<file path="src/hw/rtl/rqc_pkg.sv">
// ----------------------------------------------------------------------------
// rqc_pkg
// shared types and codes of the reversible queue with cut
// ----------------------------------------------------------------------------
`timescale 1ns / 1ps
`default_nettype none

package rqc_pkg;

   localparam int WORD_W = 32;

   typedef enum logic [2:0] {
      OP_INSERT  = 3'd0,
      OP_EXTRACT = 3'd1,
      OP_SWAP    = 3'd2,
      OP_CLEAR   = 3'd3,
      OP_CUT     = 3'd4
   } op_type;

   typedef enum logic [1:0] {
      ST_OK       = 2'd0,
      ST_EMPTY    = 2'd1,
      ST_FULL     = 2'd2,
      ST_NOTFOUND = 2'd3
   } status_type;

   typedef enum logic [1:0] {
      S_IDLE,
      S_EXTRACT_WAIT,
      S_CUT_SCAN
   } state_type;

   typedef struct packed {
      logic       busy;
      logic       done;
      status_type status;
      logic       swapped;
   } res_ctl_type;

endpackage

`default_nettype wire

</file>
<file path="src/hw/rtl/reversible_queue_with_cut_core.sv">
// ----------------------------------------------------------------------------
// reversible_queue_with_cut_core
// bounded double-ended queue of signed words with direction swap and cut
// ----------------------------------------------------------------------------
// One item is worked on at a time and each gives one result. Insert, swap,
// clear, a rejected insert or extract, a cut on an empty queue and an unused
// op give their result straight from the idle state; an extract waits for
// the registered read of the entry memory; a cut scans from the head through
// the single read port, one entry per cycle, until the first match or the
// last entry, and then keeps only the entries ahead of the match.
// The result sits in an output register; while a result waits there on a
// stalled receiver, the next item is held off. Entries come out of a memory
// with no reset; only entries written since the last clear are ever read.
`timescale 1ns / 1ps
`default_nettype none

module reversible_queue_with_cut_core
   import rqc_pkg::*;
#(
   parameter int DEPTH = 16,
   localparam int AW = (DEPTH > 1) ? $clog2(DEPTH) : 1,
   localparam int CW = $clog2(DEPTH + 1)
) (
   input  wire logic                     clock,
   input  wire logic                     reset,
   input  wire logic                     req_valid,
   output logic                          req_stall,
   input  wire logic [2:0]               req_op,
   input  wire logic signed [WORD_W-1:0] req_data_value,
   output logic                          rsp_valid,
   input  wire logic                     rsp_stall,
   output logic signed [WORD_W-1:0]      rsp_out_value,
   output logic      [1:0]               rsp_status,
   output logic      [CW-1:0]            rsp_occupancy,
   output logic                          rsp_swapped_flag
);

   res_ctl_type              res_ctl;
   logic signed [WORD_W-1:0] res_value;
   logic [CW-1:0]            res_occupancy;
   logic                     accept;

   logic              ram_we, ram_re;
   logic [AW-1:0]     ram_waddr, ram_raddr;
   logic [WORD_W-1:0] ram_wdata, ram_rdata;

   logic                     rsp_valid_ff, rsp_valid_in;
   logic signed [WORD_W-1:0] rsp_value_ff;
   status_type               rsp_status_ff;
   logic [CW-1:0]            rsp_occ_ff;
   logic                     rsp_swapped_ff;

   assign req_stall = res_ctl.busy || (rsp_valid_ff && rsp_stall);
   assign accept    = req_valid && !req_stall;

   rqc_engine #(
      .DEPTH(DEPTH)
   ) u_engine (
      .clock         (clock),
      .reset         (reset),
      .accept        (accept),
      .op            (req_op),
      .data_value    (req_data_value),
      .ram_we        (ram_we),
      .ram_waddr     (ram_waddr),
      .ram_wdata     (ram_wdata),
      .ram_re        (ram_re),
      .ram_raddr     (ram_raddr),
      .ram_rdata     (ram_rdata),
      .res_ctl       (res_ctl),
      .res_value     (res_value),
      .res_occupancy (res_occupancy)
   );

   rqc_ram #(
      .WIDTH(WORD_W),
      .DEPTH(DEPTH)
   ) u_store (
      .clock   (clock),
      .wr_en   (ram_we),
      .wr_addr (ram_waddr),
      .wr_data (ram_wdata),
      .rd_en   (ram_re),
      .rd_addr (ram_raddr),
      .rd_data (ram_rdata)
   );

   assign rsp_valid_in = res_ctl.done || (rsp_valid_ff && rsp_stall);

   always_ff @(posedge clock) begin
      if (reset) begin
         rsp_valid_ff <= 1'b0;
      end else begin
         rsp_valid_ff <= rsp_valid_in;
      end
      if (res_ctl.done) begin
         rsp_value_ff   <= res_value;
         rsp_status_ff  <= res_ctl.status;
         rsp_occ_ff     <= res_occupancy;
         rsp_swapped_ff <= res_ctl.swapped;
      end
   end

   assign rsp_valid        = rsp_valid_ff;
   assign rsp_out_value    = rsp_value_ff;
   assign rsp_status       = rsp_status_ff;
   assign rsp_occupancy    = rsp_occ_ff;
   assign rsp_swapped_flag = rsp_swapped_ff;

endmodule

`default_nettype wire

</file>
<file path="src/hw/rtl/rqc_ram.sv">
// ----------------------------------------------------------------------------
// rqc_ram
// simple dual-port ram, one write and one registered read port
// ----------------------------------------------------------------------------
`timescale 1ns / 1ps
`default_nettype none

module rqc_ram #(
   parameter int WIDTH = 32,
   parameter int DEPTH = 16,
   localparam int AW = (DEPTH > 1) ? $clog2(DEPTH) : 1
) (
   input  wire logic             clock,
   input  wire logic             wr_en,
   input  wire logic [AW-1:0]    wr_addr,
   input  wire logic [WIDTH-1:0] wr_data,
   input  wire logic             rd_en,
   input  wire logic [AW-1:0]    rd_addr,
   output logic      [WIDTH-1:0] rd_data
);

   logic [WIDTH-1:0] mem_ff [DEPTH];
   logic [WIDTH-1:0] rd_data_ff;

   always_ff @(posedge clock) begin
      if (wr_en) begin
         mem_ff[wr_addr] <= wr_data;
      end
      if (rd_en) begin
         rd_data_ff <= mem_ff[rd_addr];
      end
   end

   assign rd_data = rd_data_ff;

endmodule

`default_nettype wire

</file>
<file path="src/hw/rtl/rqc_engine.sv">
// ----------------------------------------------------------------------------
// rqc_engine
// pointer state, sequencer and memory access for the queue operations
// ----------------------------------------------------------------------------
`timescale 1ns / 1ps
`default_nettype none

module rqc_engine
   import rqc_pkg::*;
#(
   parameter int DEPTH = 16,
   localparam int AW = (DEPTH > 1) ? $clog2(DEPTH) : 1,
   localparam int CW = $clog2(DEPTH + 1)
) (
   input  wire logic                     clock,
   input  wire logic                     reset,
   input  wire logic                     accept,
   input  wire logic [2:0]               op,
   input  wire logic signed [WORD_W-1:0] data_value,
   output logic                          ram_we,
   output logic      [AW-1:0]            ram_waddr,
   output logic      [WORD_W-1:0]        ram_wdata,
   output logic                          ram_re,
   output logic      [AW-1:0]            ram_raddr,
   input  wire logic [WORD_W-1:0]        ram_rdata,
   output res_ctl_type                   res_ctl,
   output logic signed [WORD_W-1:0]      res_value,
   output logic      [CW-1:0]            res_occupancy
);

   localparam int SW = CW + 1;
   localparam logic [AW-1:0] LAST_SLOT = AW'(DEPTH - 1);
   localparam logic [SW-1:0] DEPTH_S   = SW'(DEPTH);
   localparam logic [CW-1:0] DEPTH_C   = CW'(DEPTH);

   state_type                state_ff, state_in;
   logic [AW-1:0]            front_ff, front_in;
   logic [CW-1:0]            count_ff, count_in;
   logic                     swapped_ff, swapped_in;
   logic [CW-1:0]            idx_ff, idx_in;
   logic [AW-1:0]            addr_ff, addr_in;
   logic signed [WORD_W-1:0] key_ff, key_in;

   logic [AW-1:0] front_inc, front_dec, addr_inc, tail_slot, back_slot;
   logic [SW-1:0] tail_sum, back_sum;
   logic          match, scan_last, is_empty;

   assign front_inc = (front_ff == LAST_SLOT) ? '0 : front_ff + AW'(1);
   assign front_dec = (front_ff == '0) ? LAST_SLOT : front_ff - AW'(1);
   assign addr_inc  = (addr_ff == LAST_SLOT) ? '0 : addr_ff + AW'(1);

   // slot of front + count and of front + count - 1, wrapped once
   assign tail_sum  = SW'(front_ff) + SW'(count_ff);
   assign back_sum  = tail_sum - SW'(1);
   assign tail_slot = (tail_sum >= DEPTH_S) ? AW'(tail_sum - DEPTH_S) : AW'(tail_sum);
   assign back_slot = (back_sum >= DEPTH_S) ? AW'(back_sum - DEPTH_S) : AW'(back_sum);

   assign match     = (ram_rdata == key_ff);
   assign scan_last = ((idx_ff + CW'(1)) == count_ff);
   assign is_empty  = (count_ff == '0);

   always_comb begin
      state_in = state_ff;
      case (state_ff)
         S_IDLE: begin
            if (accept && !is_empty) begin
               if (op_type'(op) == OP_EXTRACT) begin
                  state_in = S_EXTRACT_WAIT;
               end else if (op_type'(op) == OP_CUT) begin
                  state_in = S_CUT_SCAN;
               end
            end
         end
         S_EXTRACT_WAIT: state_in = S_IDLE;
         S_CUT_SCAN: begin
            if (match || scan_last) begin
               state_in = S_IDLE;
            end
         end
         default: state_in = S_IDLE;
      endcase
   end

   always_comb begin
      front_in       = front_ff;
      count_in       = count_ff;
      swapped_in     = swapped_ff;
      idx_in         = idx_ff;
      addr_in        = addr_ff;
      key_in         = key_ff;
      ram_we         = 1'b0;
      ram_waddr      = tail_slot;
      ram_wdata      = data_value;
      ram_re         = 1'b0;
      ram_raddr      = front_ff;
      res_ctl.busy   = (state_ff != S_IDLE);
      res_ctl.done   = 1'b0;
      res_ctl.status = ST_OK;
      res_value      = '0;
      case (state_ff)
         S_IDLE: begin
            if (accept) begin
               case (op_type'(op))
                  OP_INSERT: begin
                     res_ctl.done = 1'b1;
                     if (count_ff == DEPTH_C) begin
                        res_ctl.status = ST_FULL;
                     end else begin
                        ram_we   = 1'b1;
                        count_in = count_ff + CW'(1);
                        if (swapped_ff) begin
                           front_in  = front_dec;
                           ram_waddr = front_dec;
                        end
                     end
                  end
                  OP_EXTRACT: begin
                     if (is_empty) begin
                        res_ctl.done   = 1'b1;
                        res_ctl.status = ST_EMPTY;
                     end else begin
                        ram_re   = 1'b1;
                        count_in = count_ff - CW'(1);
                        if (swapped_ff) begin
                           ram_raddr = back_slot;
                        end else begin
                           front_in = front_inc;
                        end
                     end
                  end
                  OP_SWAP: begin
                     res_ctl.done = 1'b1;
                     swapped_in   = ~swapped_ff;
                  end
                  OP_CLEAR: begin
                     res_ctl.done = 1'b1;
                     count_in     = '0;
                     front_in     = '0;
                  end
                  OP_CUT: begin
                     key_in = data_value;
                     if (is_empty) begin
                        res_ctl.done   = 1'b1;
                        res_ctl.status = ST_NOTFOUND;
                     end else begin
                        ram_re  = 1'b1;
                        addr_in = front_ff;
                        idx_in  = '0;
                     end
                  end
                  default: res_ctl.done = 1'b1;
               endcase
            end
         end
         S_EXTRACT_WAIT: begin
            res_ctl.done = 1'b1;
            res_value    = ram_rdata;
         end
         S_CUT_SCAN: begin
            if (match) begin
               res_ctl.done = 1'b1;
               count_in     = idx_ff;
            end else if (scan_last) begin
               res_ctl.done   = 1'b1;
               res_ctl.status = ST_NOTFOUND;
            end else begin
               ram_re    = 1'b1;
               ram_raddr = addr_inc;
               addr_in   = addr_inc;
               idx_in    = idx_ff + CW'(1);
            end
         end
         default: ;
      endcase
      res_ctl.swapped = swapped_in;
   end

   assign res_occupancy = count_in;

   always_ff @(posedge clock) begin
      if (reset) begin
         state_ff   <= S_IDLE;
         front_ff   <= '0;
         count_ff   <= '0;
         swapped_ff <= 1'b0;
      end else begin
         state_ff   <= state_in;
         front_ff   <= front_in;
         count_ff   <= count_in;
         swapped_ff <= swapped_in;
      end
      idx_ff  <= idx_in;
      addr_ff <= addr_in;
      key_ff  <= key_in;
   end

endmodule

`default_nettype wire

</file>
<file path="config.mk">
export PLATFORM = sky130hd
export DESIGN_NAME = reversible_queue_with_cut_core
export DESIGN_NICKNAME = d
export VERILOG_FILES = /design/src/hw/rtl/rqc_pkg.sv /design/src/hw/rtl/reversible_queue_with_cut_core.sv /design/src/hw/rtl/rqc_ram.sv /design/src/hw/rtl/rqc_engine.sv
export SDC_FILE = /design/constraint.sdc
export NUM_CORES = 1
export LEC_CHECK = 0
export ABC_AREA = 1
export BUFFER_PORTS_ARGS = -buffer_cell sky130_fd_sc_hd__buf_2
export CAP_MARGIN = 5
export CORE_MARGIN = 5
export CORE_UTILIZATION = 45
export CTS_CLUSTER_SIZE = 30
export DETAILED_ROUTE_END_ITERATION = 10
export PLACE_DENSITY = 0.63
export SYNTH_ARGS = -nofsm -noshare
export SYNTH_HDL_FRONTEND = slang
export SYNTH_SLANG_ARGS = --single-unit
export TNS_END_PERCENT = 50
</file>
<file path="constraint.sdc">
create_clock -name clock -period 3.9 [get_ports clock]
set_input_delay 0.195 -clock clock [delete_from_list [all_inputs] [get_ports clock]]
set_output_delay 0.195 -clock clock [all_outputs]
set_load 0.02 [all_outputs]
</file>
==> metrics, run 1 <==
status=finished, final reports clean; hold_sp=req_data_value[27]; initial antenna violation count=1; worst slew pin tran=between 0.8 and 0.9 ns; cell taking the most area after synthesis=edfxtp_1; Leak Pwr=about 13 nW; Place WS=0.4665 ns; clk root buf=clkbuf_16; reg2reg path depth=13; core box area=about 0.06 sq mm; skew final=about 0.022 ns; post-route minimum period=between 3 and 4 ns; Resized cells post-CTS=0; Critical Path RT=a little over 4 ns; first-pass GRT wire length=about 110,000 um; CP Buf/Inv Count=5; largest net degree at the start of global routing=151; RSZ-0062 raised after global routing=false; Ant. Diodes=0; Mapped Area=approximately 0.028 sq mm; Worst Setup End Kind=flip-flop; kind of critical path=reg -> reg; top cell type's share of synthesized area=around two thirds; H-tree Lvls=3; final number of setup-violating endpoints=0; Min-Delay Endpoint=u_store.mem_ff[2][27]; part of the cycle the worst path needs=between 80% and 90%; Post-synth EDFFs=between 600 and 700; Worst-path clk slew=~0.060 ns; CP arrival=about 3.8 ns; ys flop type=edfxtp_1; Longest Clk Path Bufs=3; ratio of cells with drive above 1 in the final layout=around a tenth; adder-cell share of the synthesized area=less than 1%; post-CTS setup buffer count=0; largest family of logic cells by synthesized area=simple AND/OR/NAND/NOR gates; Inst Count DP=around 3,500; post-synthesis sequential area ratio=67.62%; HP Class=in -> reg; IO Count=81; mux cell area share after synthesis=0.03557%; Clock Latency Late Sink=around 0.6 ns; Area Overhead vs Synth=15.17%; TNS Setup=0 ns; non-filler cells, final=about 3,700; CTS Hold Bufs=32; Die H=260.1 um; average instance area after synthesis=between 10 and 15 sq um; area of the die=roughly 0.068 sq mm; CP max-delay cell=dfxtp_1; post-DP HPWL=approximately 41,000 um; cell count after synthesis=2,648; Distinct cells, synth=42; routability cong.=between 0.8 and 0.9; maxcap violations=0; CTS sink cnt=638; Die Width=roughly 260 um; syn_nets=about 2,700; synth warn=0; vias per cell=approximately 5.3; FP Rows=between 90 and 100; most used cell along the critical path=inv_1; dominant cells by area after synthesis=edfxtp_1 67%, nand3_1 11%, nand2_1 9.1%, inv_1 4.8%, buf_2 1.2%; max-slew violation count=0; DR WL/cell=19.39 um; reg2reg setup slack=between 0.3 and 0.4 ns; vias in the first global route=between 15,000 and 20,000; RR Endpoint=u_store.mem_ff[4][20]; Vias=19,400; CTS tree=built; peak supply drop=277.9 uV; WL met2=~34,000 um; max layer used=met5; # port buffers=80; initial core utilization=roughly 46%; Reg2Reg Launch Point=u_engine.count_ff[1]; All-Layer GR Usage=a little over a fifth; crit-path cells=inv_1 > ha_1 > nand2_1 > nor2_1 > inv_1 > nand2_1 > nor3_1 > buf_4 > inv_1 > o21ai_0 > nand3_1 > nor2_4 > buf_4; routed wire length=slightly above 70,000 um; CP max stage delay=between 0.4 and 0.5 ns; Post-synth ARST share=0%; Met3 Wirelength=~5400 um; crit-path leading delay family=simple AND/OR/NAND/NOR gates; Final Hold Vio Count=0; DRC Markers=0; post-synthesis compound-gate area fraction=under 10%; crit path launch type=flip-flop; register bit count reported by yosys=638; critical-path maximum fanout=19; post-synthesis xor/xnor area fraction=less than 1%; Power Density=roughly 460 mW/mm^2; Post-DRT Antenna Nets=0; final worst slack=a little under 0.4 ns; nets@finish=2,821; TritonRoute pass-1 iters=5; Slew HR=45.31%; total gr overflow=0; wl on met1=30,510 um; fmax=approximately 290 MHz; hold depth=1; simple-gate share of the synthesized area=a little over a fifth; CTS Buf Count=68; initial drt markers=1,697
[report_power, final]
part           switching (W)  internal, W  total, W
logic               0.000817     0.000382   0.00120
clock network        0.00262      0.00357   0.00619
registers          0.0000263      0.00761   0.00763
[area by class of cell]
| cell class | count | area, sq um |
|---|---|---|
| fillers | 5336 | 29420 |
| clock buffers | 86 | 1812 |
| well taps | 837 | 1047 |
| flip-flops and latches | 638 | 19030 |
| multi-input cells | 1508 | 7113 |
| clock inverters | 39 | 312.8 |
| repair buffers | 193 | 1742 |
| inverters | 361 | 1355 |
[flip-flops by register name, indices dropped and copies added, names as in the netlist, 5 cells and up]
register / count
u_engine.key_ff: 32
rsp_occupancy: 5
u_engine.count_ff: 5
u_store.mem_ff: 512
u_store.rd_data: 32
rsp_out_value: 32
u_engine.idx_ff: 5
[how the worst max path moves through the flow]
stage | depth (start not counted) | from | to | slack [ns]
2_1_floorplan | 6 | u_engine.state_ff[0] | u_engine.addr_ff[0] | 0.06
3_3_place_gp | 13 | u_engine.count_ff[1] | u_store.mem_ff[4][16] | 0.52
3_5_place_dp | 13 | u_engine.count_ff[1] | u_store.mem_ff[4][16] | 0.47
4_1_cts | 13 | u_engine.count_ff[1] | u_store.mem_ff[4][20] | 0.44
5_1_grt | 13 | u_engine.count_ff[1] | u_store.mem_ff[4][20] | 0.12
6_report | 13 | u_engine.count_ff[1] | u_store.mem_ff[4][20] | 0.40
[synth_stat cells, types with 11 or more instances]
library cell  instances
edfxtp_1            625
nor2_1               82
buf_2                68
inv_1               357
ha_1                 11
o21ai_0              22
a21oi_1              30
clkbuf_1             31
buf_6                23
nand2_1             679
dfxtp_1              13
buf_4                16
xnor2_1              17
nand3_1             602
[per-stage QoR]
stage	instance area (sq um)	total power (W)	utilization [%]	hold WS (ns)
2_1_floorplan	28140	0.008517	-	0.2939
3_3_place_gp	29970	0.008935	48.47	0.5360
3_5_place_dp	29970	0.008949	48.47	0.5349
4_1_cts	32410	0.01516	52.42	0.0008897
5_1_grt	32410	0.01558	52.42	0.02246
6_report	32410	0.01502	52.42	0.02256
[cells in the final DEF, fill, tap and decap left out, drive strengths merged, types with 2 or more instances in the layout]
cell type | synthesis | layout
edfxtp | 625 | 625
o211ai | 2 | 2
clkinv | 0 | 32
o21ai | 25 | 25
or2 | 5 | 5
nor2 | 87 | 87
a211oi | 6 | 6
nand2 | 686 | 686
o22ai | 2 | 2
nand4 | 3 | 3
a21oi | 31 | 31
dlygate4sd3 | 0 | 32
nor4 | 3 | 3
xor2 | 7 | 7
bufinv | 0 | 4
ha | 11 | 11
nor3 | 7 | 7
inv | 361 | 363
clkbuf | 31 | 86
nand3 | 606 | 606
xnor2 | 17 | 17
buf | 110 | 161
dfxtp | 13 | 13
a311oi | 2 | 2
[cells by family after synthesis]
logic type / Yosys count
DFF: 638
buffers and inverters: 502
and+or+nand+nor: 1398
xor gates and xnor gates: 24
adders and majority gates: 12
muxes: 1
AOI/OAI and AO/OA: 73
[routing by layer]
metal	vias to the layer above	track usage, %
met5	-	0
met4	2	5.826
met3	112	4.049
met2	718	33.76
met1	9420	29.20
li1	9144	-
(Power assumes the default switching activity.)
==> inputs of run 2 (changes only) <==
--- a/config.mk
+++ b/config.mk
@@ -12,7 +12,8 @@
 export CORE_UTILIZATION = 45
 export CTS_CLUSTER_SIZE = 30
 export DETAILED_ROUTE_END_ITERATION = 10
-export PLACE_DENSITY = 0.63
+export HOLD_SLACK_MARGIN = 0.12
+export PLACE_DENSITY = 0.61
 export SYNTH_ARGS = -nofsm -noshare
 export SYNTH_HDL_FRONTEND = slang
 export SYNTH_SLANG_ARGS = --single-unit
==> constraint.sdc (replaced) <==
create_clock -name clock -period 4.45 [get_ports clock]
set_input_delay 0.2225 -clock clock [delete_from_list [all_inputs] [get_ports clock]]
set_output_delay 0.2225 -clock clock [all_outputs]
set_load 0.02 [all_outputs]
==> run 2 against run 1 <==
- critical endpoint is now u_store.rd_data[19]
- largest power group unchanged
- total power fell by 13%
- via count fell by 0.96%
- combinational power fell by 13%
==> metrics, run 2 (same netlist as run 1, synthesis figures left out) <==
status=finished, final reports clean; CP max stage delay=around 0.45 ns; initial core utilization=between 40% and 50%; Resized cells post-CTS=0; max FFs per register=between 500 and 600; routability cong.=~0.86; area of the die=a little under 0.07 sq mm; Vias=about 19,000; Clock Latency Late Sink=about 0.6 ns; max-slew violation count=0; Worst Setup End Kind=flip-flop; reg2reg path depth=17; CTS Buf Count=between 60 and 70; Slew HR=just under 50%; initial drt markers=1,839; most used cell along the critical path=nand2_1; clk root buf=clkbuf_16; post-CTS setup buffer count=0; Leak Pwr=about 13 nW; Reg2Reg Launch Point=u_store.rd_data[2]; Area Overhead vs Synth=13.98%; part of the cycle the worst path needs=between 80 and 90%; HP Class=in -> reg; Post-DRT Antenna Nets=0; Die Width=roughly 260 um; vias in the first global route=approximately 18,000; RR Endpoint=u_store.rd_data[19]; TNS Setup=0 ns; crit path launch type=flip-flop; RSZ-0062 raised after global routing=false; hold depth=5; Min-Delay Endpoint=rsp_valid; kind of critical path=reg -> reg; hold_sp=rsp_stall; nets@finish=between 2,000 and 3,000; post-DP HPWL=about 41,000 um; worst slew pin tran=between 0.7 and 0.8 ns; hold_ws=~0.19 ns; CTS Hold Bufs=38; largest net degree at the start of global routing=approximately 130; Worst-path clk slew=around 0.060 ns; All-Layer GR Usage=between 20% and 30%; FP Rows=91; IO Count=81; PnR Total Power=0.01302 W; total gr overflow=0; peak supply drop=around 230 uV; DR WL/cell=about 20 um; initial antenna violation count=0; Final Hold Vio Count=0; critical-path maximum fanout=between 100 and 150; crit-path cells=inv_1 > nand2_1 > nand2_1 > nand3_1 > nor2_1 > nand2_1 > nor2_1 > nand2_1 > nand2_2 > nand2_1 > nor2_1 > a21oi_4 > buf_12 > nand3_1 > nand3_1 > nand3_1 > nand2_1; CTS tree=built; post-route minimum period=~3.9 ns; skew final=about 0.016 ns; Inst Count DP=3,482; CTS sink cnt=approximately 640; commonest non-fill, non-tap cells in the layout=677 x nand2_1, 625 x edfxtp_1, 602 x nand3_1, 356 x inv_1, 80 x buf_2; first-pass GRT wire length=111,200 um; non-filler cells, final=~3,600; final number of setup-violating endpoints=0; H-tree Lvls=3; CP max-delay cell=edfxtp_1; reg2reg setup slack=between 0.5 and 0.6 ns; Critical Path RT=~4.8 ns; routed wire length=between 70,000 and 80,000 um; fmax=259.0 MHz; TritonRoute pass-1 iters=6; maxcap violations=0; core box area=0.06183 sq mm; ratio of cells with drive above 1 in the final layout=9.786%; # port buffers=80; Power Density=slightly above 400 mW/mm^2; DRC Markers=0; Longest Clk Path Bufs=3; commonest non-fill, non-tap cell in the layout=nand2_1; register bank with the most flops=u_store.mem_ff; Die H=roughly 260 um; vias per cell=~5.3; CP arrival=approximately 4.2 ns
## run 2: changes by cell type in the layout (fill, tap and decap cells not counted), sizes merged, moves of 2 or more
cell,before,now
buf,161,138
inv,363,365
dlygate4sd3,32,38
clkinv,32,26
clkbuf,86,84
## run 2: worst max-delay path: cells and delay by family (launching register included)
kind	cells	cell delay, ns
and+or+nand+nor	14	2.55
DFF	1	0.45
buffers and inverters	2	0.36
AOI/OAI and AO/OA	1	0.05
## run 2: final cells by class
| cell class | instances | area (sq um) |
|---|---|---|
| fillers | 5397 | 29750 |
| flip-flops and latches | 638 | 19030 |
| multi-input cells | 1508 | 7113 |
| clock buffers | 84 | 1783 |
| repair buffers | 176 | 1491 |
| inverters | 361 | 1355 |
| well taps | 837 | 1047 |
| clock inverters | 33 | 254.0 |
| diodes | 1 | 2.502 |
## run 2: metal layers
metal / wire length (um) / global-route usage, % / vias to the layer above
li1: - / - / 9104
met1: 31140 / 30.50 / 9262
met2: 33600 / 33.38 / 734
met3: 5776 / 4.136 / 109
met4: 1837 / 6.633 / 0
met5: 0 / 0 / -
## run 2: power by group
group / internal, W / switching (W) / leakage, nW
Combinational: 0.000310 / 0.000726 / 6.26
Clock: 0.00302 / 0.00227 / 1.01
Sequential: 0.00667 / 0.0000259 / 5.78
## run 2: worst max path at each step
stage                                     from                     to  slack [ns]  cells after the start
after floorplan           u_engine.state_ff[0]    u_engine.addr_ff[0]        0.61                      6
after global routing      u_engine.count_ff[1]  u_store.mem_ff[5][24]        0.27                     12
after detailed placement    u_store.rd_data[2]    u_store.rd_data[19]        0.67                     17
after global placement      u_store.rd_data[2]    u_store.rd_data[19]        0.76                     19
after CTS                 u_engine.count_ff[1]  u_store.mem_ff[5][17]        0.65                     12
final                       u_store.rd_data[2]    u_store.rd_data[19]        0.59                     17
## run 2: through the flow
step	util (%)	instance area [sq um]	setup WS, ns
4_1_cts	51.88	32070	0.6510
6_report	51.88	32070	0.5896
2_1_floorplan	-	28140	0.6076
3_3_place_gp	47.97	29650	0.7639
3_5_place_dp	47.97	29650	0.6719
5_1_grt	51.88	32070	0.2687
